<file path="config.mk">
export PLATFORM = sky130hd
export DESIGN_NAME = decimal_product_digits
export DESIGN_NICKNAME = d
export VERILOG_FILES = /design/src/hw/rtl/dpd_pkg.sv /design/src/hw/rtl/decimal_product_digits.sv
export SDC_FILE = /design/constraint.sdc
export NUM_CORES = 2
export LEC_CHECK = 0
export BUFFER_PORTS_ARGS = -buffer_cell sky130_fd_sc_hd__buf_4
export CAP_MARGIN = 20
export CORE_MARGIN = 4
export CORE_UTILIZATION = 66
export DETAILED_ROUTE_END_ITERATION = 10
export GPL_ROUTABILITY_DRIVEN = 0
export PLACE_DENSITY = 0.86
export SYNTH_ARGS = -nofsm -noshare
export SYNTH_HDL_FRONTEND = slang
export SYNTH_SLANG_ARGS = --single-unit
</file>
<file path="constraint.sdc">
create_clock -name clk -period 8.2 [get_ports clk]
set_clock_uncertainty 0.05 [all_clocks]
set_input_delay 0 -clock clk [delete_from_list [all_inputs] [get_ports clk]]
set_output_delay 0 -clock clk [all_outputs]
set_load 0.01 [all_outputs]
</file>
<file path="src/hw/rtl/dpd_pkg.sv">
`timescale 1ns / 1ps
// ----------------------------------------------------------------------------
// dpd_pkg
// Shared widths, microcode format and digit helpers for the decimal
// product digit block.
// ----------------------------------------------------------------------------
package dpd_pkg;

  localparam int FACTOR_W   = 31;
  localparam int PROD_W     = 2 * FACTOR_W;
  localparam int BCD_DIGITS = 19;               // enough for any 62-bit product
  localparam int BCD_W      = 4 * BCD_DIGITS;
  localparam int MAX_DIGITS = 19;
  localparam int CAP        = (MAX_DIGITS < BCD_DIGITS) ? MAX_DIGITS : BCD_DIGITS;
  localparam int PASSES     = PROD_W / 2;       // two product bits per pass
  localparam int CNT_W      = $clog2(PASSES + 1);
  localparam int PTR_W      = $clog2(BCD_DIGITS);
  localparam int DIGIT_W    = 4;

  typedef logic [BCD_DIGITS-1:0][3:0] bcd_t;

  // Program counter of the sequencer
  typedef logic [1:0] step_t;
  localparam step_t STEP_IDLE   = 2'd0;
  localparam step_t STEP_DABBLE = 2'd1;
  localparam step_t STEP_FIND   = 2'd2;
  localparam step_t STEP_EMIT   = 2'd3;

  // Jump conditions: the step holds until its condition is true,
  // then jumps to its target
  typedef enum logic [1:0] {
    COND_ALWAYS,
    COND_IN_XFER,
    COND_CNT_DONE,
    COND_LAST_SENT
  } cond_t;

  typedef struct packed {
    logic  take_in;
    logic  dabble;
    logic  find;
    logic  emit;
    cond_t cond;
    step_t target;
  } ctl_t;

  function automatic ctl_t ucode(input step_t pc);
    ctl_t w;
    w = '{take_in: 1'b0, dabble: 1'b0, find: 1'b0, emit: 1'b0,
          cond: COND_ALWAYS, target: STEP_IDLE};
    case (pc)
      STEP_IDLE: begin
        w.take_in = 1'b1;
        w.cond    = COND_IN_XFER;
        w.target  = STEP_DABBLE;
      end
      STEP_DABBLE: begin
        w.dabble = 1'b1;
        w.cond   = COND_CNT_DONE;
        w.target = STEP_FIND;
      end
      STEP_FIND: begin
        w.find   = 1'b1;
        w.cond   = COND_ALWAYS;
        w.target = STEP_EMIT;
      end
      STEP_EMIT: begin
        w.emit   = 1'b1;
        w.cond   = COND_LAST_SENT;
        w.target = STEP_IDLE;
      end
      default: begin
        w.cond   = COND_ALWAYS;
        w.target = STEP_IDLE;
      end
    endcase
    return w;
  endfunction

  // One shift-add-3 step: correct each digit, then shift in one binary bit
  function automatic bcd_t dabble_bit(input bcd_t b, input logic bit_in);
    bcd_t           c;
    logic [BCD_W:0] sh;
    c = b;
    for (int i = 0; i < BCD_DIGITS; i++) begin
      if (c[i] >= 4'd5) begin
        c[i] = c[i] + 4'd3;
      end
    end
    sh = {c, bit_in};
    return bcd_t'(sh[BCD_W-1:0]);
  endfunction

endpackage

</file>
<file path="src/hw/rtl/decimal_product_digits.sv">
`timescale 1ns / 1ps
// ----------------------------------------------------------------------------
// decimal_product_digits
// Multiplies two 31-bit factors and streams the decimal digits of the
// product, most significant first, with last_digit on the final one.
// ----------------------------------------------------------------------------
// One operand pair is handled at a time. After the input transfer the block
// turns the 62-bit product into decimal (shift-add-3, two product bits per
// cycle), then locates the leading digit, then puts the digits out one per
// free output slot, so a stalled output holds the run. A zero product yields
// the single digit 0. in_ready is high only while the sequencer waits at its
// idle step; the last digit may still sit in the output register while the
// next pair is taken. Control is a four-step microprogram in a constant
// table: each step holds until its jump condition is met, then branches to
// its target.
// ----------------------------------------------------------------------------
module decimal_product_digits (
  input  logic                          clk,
  input  logic                          rst_n,
  input  logic                          in_valid,
  output logic                          in_ready,
  input  logic [dpd_pkg::FACTOR_W-1:0]  in_multiplicand,
  input  logic [dpd_pkg::FACTOR_W-1:0]  in_multiplier,
  output logic                          out_valid,
  input  logic                          out_ready,
  output logic [dpd_pkg::DIGIT_W-1:0]   out_digit,
  output logic                          out_last_digit
);
  import dpd_pkg::*;

  step_t             pc_r, pc_nxt;
  ctl_t              ctl;
  logic [PROD_W-1:0] prod_r, prod_nxt;
  logic [PROD_W-1:0] mul_w;
  bcd_t              bcd_r, bcd_nxt;
  logic [CNT_W-1:0]  cnt_r, cnt_nxt;
  logic [PTR_W-1:0]  ptr_r, ptr_nxt;
  logic [PTR_W-1:0]  lead;
  logic              out_valid_r, out_valid_nxt;
  logic [DIGIT_W-1:0] out_digit_r, out_digit_nxt;
  logic              out_last_r, out_last_nxt;
  logic              in_xfer;
  logic              out_free;
  logic              emit_go;
  logic              jump;

  // Fetch the control word for the current step
  assign ctl = ucode(pc_r);

  assign in_ready = ctl.take_in;
  assign in_xfer  = in_valid && ctl.take_in;
  assign out_free = !out_valid_r || out_ready;
  assign emit_go  = ctl.emit && out_free;

  // Single 31x31 multiply, registered into prod_r
  assign mul_w = PROD_W'(in_multiplicand) * PROD_W'(in_multiplier);

  // Leading nonzero digit, capped to the digit register length
  always_comb begin
    lead = '0;
    for (int i = 0; i < BCD_DIGITS; i++) begin
      if (bcd_r[i] != 4'd0) begin
        lead = PTR_W'(i);
      end
    end
    if (lead > PTR_W'(CAP - 1)) begin
      lead = PTR_W'(CAP - 1);
    end
  end

  // Jump condition select
  always_comb begin
    case (ctl.cond)
      COND_ALWAYS:    jump = 1'b1;
      COND_IN_XFER:   jump = in_xfer;
      COND_CNT_DONE:  jump = (cnt_r == CNT_W'(1));
      COND_LAST_SENT: jump = emit_go && (ptr_r == '0);
      default:        jump = 1'b1;
    endcase
  end

  // Datapath driven by the control word
  always_comb begin
    pc_nxt        = jump ? ctl.target : pc_r;
    prod_nxt      = prod_r;
    bcd_nxt       = bcd_r;
    cnt_nxt       = cnt_r;
    ptr_nxt       = ptr_r;
    out_valid_nxt = out_valid_r;
    out_digit_nxt = out_digit_r;
    out_last_nxt  = out_last_r;

    // Drop the output item once it transfers
    if (out_valid_r && out_ready) begin
      out_valid_nxt = 1'b0;
    end

    if (in_xfer) begin
      prod_nxt = mul_w;
      bcd_nxt  = '0;
      cnt_nxt  = CNT_W'(PASSES);
    end

    // Convert two product bits per cycle, top bit first
    if (ctl.dabble) begin
      bcd_nxt  = dabble_bit(dabble_bit(bcd_r, prod_r[PROD_W-1]), prod_r[PROD_W-2]);
      prod_nxt = {prod_r[PROD_W-3:0], 2'b00};
      cnt_nxt  = cnt_r - CNT_W'(1);
    end

    if (ctl.find) begin
      ptr_nxt = lead;
    end

    // Advance one digit per free output slot
    if (emit_go) begin
      out_valid_nxt = 1'b1;
      out_digit_nxt = bcd_r[ptr_r];
      out_last_nxt  = (ptr_r == '0);
      ptr_nxt       = ptr_r - PTR_W'(1);
    end
  end

  always_ff @(posedge clk) begin
    if (!rst_n) begin
      pc_r        <= STEP_IDLE;
      out_valid_r <= 1'b0;
      cnt_r       <= '0;
      ptr_r       <= '0;
    end else begin
      pc_r        <= pc_nxt;
      out_valid_r <= out_valid_nxt;
      cnt_r       <= cnt_nxt;
      ptr_r       <= ptr_nxt;
    end
  end

  always_ff @(posedge clk) begin
    prod_r      <= prod_nxt;
    bcd_r       <= bcd_nxt;
    out_digit_r <= out_digit_nxt;
    out_last_r  <= out_last_nxt;
  end

  assign out_valid      = out_valid_r;
  assign out_digit      = out_digit_r;
  assign out_last_digit = out_last_r;

endmodule

</file>
==> summary.md <==
| Metric | Value |
|---|---|
| Worst reg2reg path depth | 11 |
| Max Transition Viols Final | 0 |
| Post-Synthesis Cells | 4,491 |
| Type of the tightest min-delay check | in2reg |
| Longest Clk Path Bufs | 2 |
| Critical path data required time | 8310 ps |
| Final hold violation count | 0 |
| Post-CTS setup buffer count | 0 |
| Slew at the pin closest to its max-slew limit | 1020 ps |
| Post-Synthesis Net Count | roughly 5.7k |
| Synth area leaders | fa_1 40%, ha_1 10%, edfxtp_1 10% |
| Quantity of I/O buffers inserted on ports | 72 |
| Post-layout net count | 5,604 |
| First-pass GRT wire length | 167,000 um |
| Crit share post-route | around 87% |
| Reg2reg start | bcd_r[4] |
| Fraction of final layout cells sized beyond drive strength 1 | 3.77% |
| Area leader, netlist | fa_1 |
| Area of the mapped netlist | 41,700 sq um |
| Floorplan core area | 62,100 sq um |
| Slowest stage delay, CP | 540 ps |
| Final period demand of the worst path | around 7100 ps |
| Synth-to-layout area growth | 3.50% |
| Remaining Overflow, GRT | 0 |
| Core Rows | 91 |
| Root buffer cell | clkbuf_16 |
| Per-cell via count in the routed design | 5.97 |
| Global Route Usage Sum | 30.9% |
| Overall via count from detail_route | 31.1k |
| Remaining DRCs | 0 |
| Max H-tree Level | 4 |
| Crit. End Element | flip-flop |
| RSZ-0062 raised after global routing | no |
| Most frequent CP cell | fa_1 |
| Die Span X | between 200 and 300 um |
| CP Data Arrival Time | 7240 ps |
| Most frequently used flop master after synthesis | edfxtp_1 |
| Mean post-synth cell area | 9.28 sq um |
| Share of synthesized flip-flops with an asynchronous set or reset | 0% |
| Crit Path Max Fanout | 31 |
| Final total negative setup slack | 0 ps |
| Routed WL | around 100,000 um |
| Initial cell density of the core | 67.2% |
| Source of the critical timing path | in_multiplicand[12] |
| Crit path max-delay cell type | fa_1 |
| Setup violation total in the final timing report | 0 |
| Clock tree from TritonCTS | built |
| Final HPWL DP | 78,000 um |
| Number of distinct library cell variants in the gate-level netlist after synthesis | 77 |
| Category of the critical setup timing path | in2reg |
| Number of maximum-capacitance violations | 0 |
| Outcome | completed |
| Synthesized flop and latch total | approximately 160 |
| Max Clock Freq | 140 MHz |
| R2r setup slk | 4970 ps |
| Post-route ant nets | 0 |
| Maximum number of pins on one net before global-route repair | 91 |
| Die Y | 259 um |
| Via count of the first global-routing pass | 33.5k |
| Number of flops mapped to enable cells by yosys | between 100 and 150 |
| Number of buffers created by CTS | 17 |
| Post-CTS clock slew at the launch and capture registers of the worst setup and hold paths | 70 ps |
| Fraction of synthesized cell area taken by the top area cell type | 40.2% |
| FILL cells | about 4.4k |
| Total I/O pin count | 73 |
| Cts-stage hold buffer count | 2 |
| Crit start category | primary input |
| Count of TritonRoute iterations in the first routing pass | 6 |
| Worst r2r dst | ptr_r[0] |
| Final routed wire length divided by cell count | 19.2 um |
| End of the critical path | prod_r[44] |
| Sequential-to-total area share from yosys stat | 10.9% |
| Clk sink count | approximately 160 |
| Critical Path, Cell by Cell | buf_4 -> and2_1 -> fa_1 -> fa_1 -> fa_1 -> inv_1 -> fa_1 -> inv_1 -> fa_1 -> inv_1 -> fa_1 -> inv_1 -> fa_1 -> fa_1 -> ha_1 -> a21oi_1 -> o211ai_1 -> a21boi_1 -> a21oi_1 -> nor3_1 -> o21ai_1 -> a21oi_1 -> xnor2_1 -> o21ai_1 |
| Post_cts resized | 0 |
| Die footprint | 67,200 sq um |
| Worst slew margin | 32.1% |
| Clock latency on the worst-skew pair | roughly 440 ps |
| Number of DRC markers in iteration 0 | 2,591 |
| Synth Warn # | 0 |
| Initial antenna violation count | 2 |
[worst min path at each step]
stage,start,endpoint,slack (ps),depth (start not counted)
floorplan,rst_n,ptr_r[3],80,1
global placement,rst_n,ptr_r[0],230,3
detailed placement,rst_n,ptr_r[3],250,2
CTS,in_valid,pc_r[1],30,4
global route,in_valid,pc_r[1],60,4
finish,in_valid,pc_r[1],60,4
[cells by family (layout without fill, tap and decap cells)]
kind of cell             after synthesis  after routing  share of synthesized area, %
adder cells (fa/ha/maj)             1178           1178                          50.5
AND/OR/NAND/NOR                     1455           1455                          18.0
other                                  0              2                             0
flip-flops                           156            156                          10.9
buffers and inverters               1096            978                          9.88
AO/OA/AOI/OAI                        435            435                          6.43
multiplexers                          80             80                          2.46
XOR/XNOR                              91             91                          1.91
[cells in the final DEF, fill, tap and decap left out, types with 6 or more instances in the layout]
master | Yosys | routed
nand2_1 | 576 | 576
and3_1 | 6 | 6
mux4_2 | 16 | 16
dfxtp_1 | 15 | 15
nand2b_1 | 31 | 31
a21o_1 | 21 | 21
nand4_1 | 16 | 16
clkbuf_16 | 0 | 17
o211ai_1 | 12 | 12
nor2b_1 | 41 | 41
ha_1 | 341 | 340
o21a_1 | 26 | 26
buf_4 | 0 | 78
nand3b_1 | 16 | 16
nor2_1 | 98 | 98
xor2_1 | 24 | 24
o21ai_1 | 18 | 18
nor3_1 | 11 | 11
mux2_2 | 18 | 18
nor3b_1 | 45 | 45
mux2i_1 | 46 | 46
fa_1 | 837 | 837
o21bai_1 | 7 | 7
a31oi_1 | 10 | 10
a211oi_1 | 13 | 13
and2_1 | 565 | 565
inv_1 | 862 | 861
a21oi_1 | 157 | 157
or3_1 | 6 | 6
o21ai_0 | 104 | 104
edfxtp_1 | 141 | 141
xnor2_1 | 67 | 67
nand3_1 | 24 | 24
a22o_1 | 7 | 7
[stage by stage]
stage | hold slack (ps) | instances | setup WS [ps] | utilization [%] | cell area, sq um
2_1_floorplan | 81.2 | 4491 | 1350 | - | 41700
3_3_place_gp | 234 | 5174 | 813 | 68.4 | 42400
3_5_place_dp | 247 | 5174 | 712 | 68.4 | 42400
4_1_cts | 26.1 | 5208 | 1160 | 69.4 | 43100
5_1_grt | 60.8 | 5210 | 593 | 69.5 | 43100
6_report | 55.7 | 5212 | 1070 | 69.5 | 43100
[per-layer routing]
layer  up-vias  GRT usage [%]  share of wire [%]
met5         -              0                  0
met4         0           16.2                6.4
met3       494           5.26                8.0
met2      1563           52.3                 49
met1     15600           38.5                 36
li1      13500              -                  -
[worst max-delay path, delay by kind of cell]
kind,cells,cell delay (ps)
fa+ha+maj,9,4340
compound gates,7,1500
simple gates,2,700
buf+inv,5,530
xor+xnor,1,150
[synthesized netlist by cell type (4+ instances only)]
cell       number
a211o_1         5
a211oi_1       13
a21boi_0        4
a21o_1         21
a21oi_1       157
a221oi_1        4
a22o_1          7
a31oi_1        10
and2_1        565
and3_1          6
clkbuf_1      228
dfxtp_1        15
edfxtp_1      141
fa_1          837
ha_1          341
inv_1         862
mux2_2         18
mux2i_1        46
mux4_2         16
nand2_1       576
nand2b_1       31
nand3_1        24
nand3b_1       16
nand4_1        16
nor2_1         98
nor2b_1        41
nor3_1         11
nor3b_1        45
nor4b_1         5
o2111ai_1       4
o211ai_1       12
o21a_1         26
o21ai_0       104
o21ai_1        18
o21bai_1        7
o22ai_1         5
o31ai_1         4
or3_1           6
xnor2_1        67
xor2_1         24
[sequential cells by signal (all words and copies together), names as in the netlist]
register and flops:
prod_r 62, bcd_r 76, out_digit 4, out_valid 1, cnt_r 5, out_last_digit 1, pc_r 2, ptr_r 5
[layout make-up]
cell class | instances | area [sq um] | area share (%)
well taps | 837 | 1050 | 2.43
diodes | 2 | 5.00 | 0.0116
clock inverters | 12 | 160 | 0.371
inverters | 864 | 3250 | 7.53
repair buffers | 82 | 648 | 1.50
flip-flops and latches | 156 | 4530 | 10.5
clock buffers | 20 | 457 | 1.06
multi-input cells | 3239 | 33000 | 76.6
Power is not shown: default switching activity piles up to over one toggle a cycle in this logic, so the estimate is an artifact.
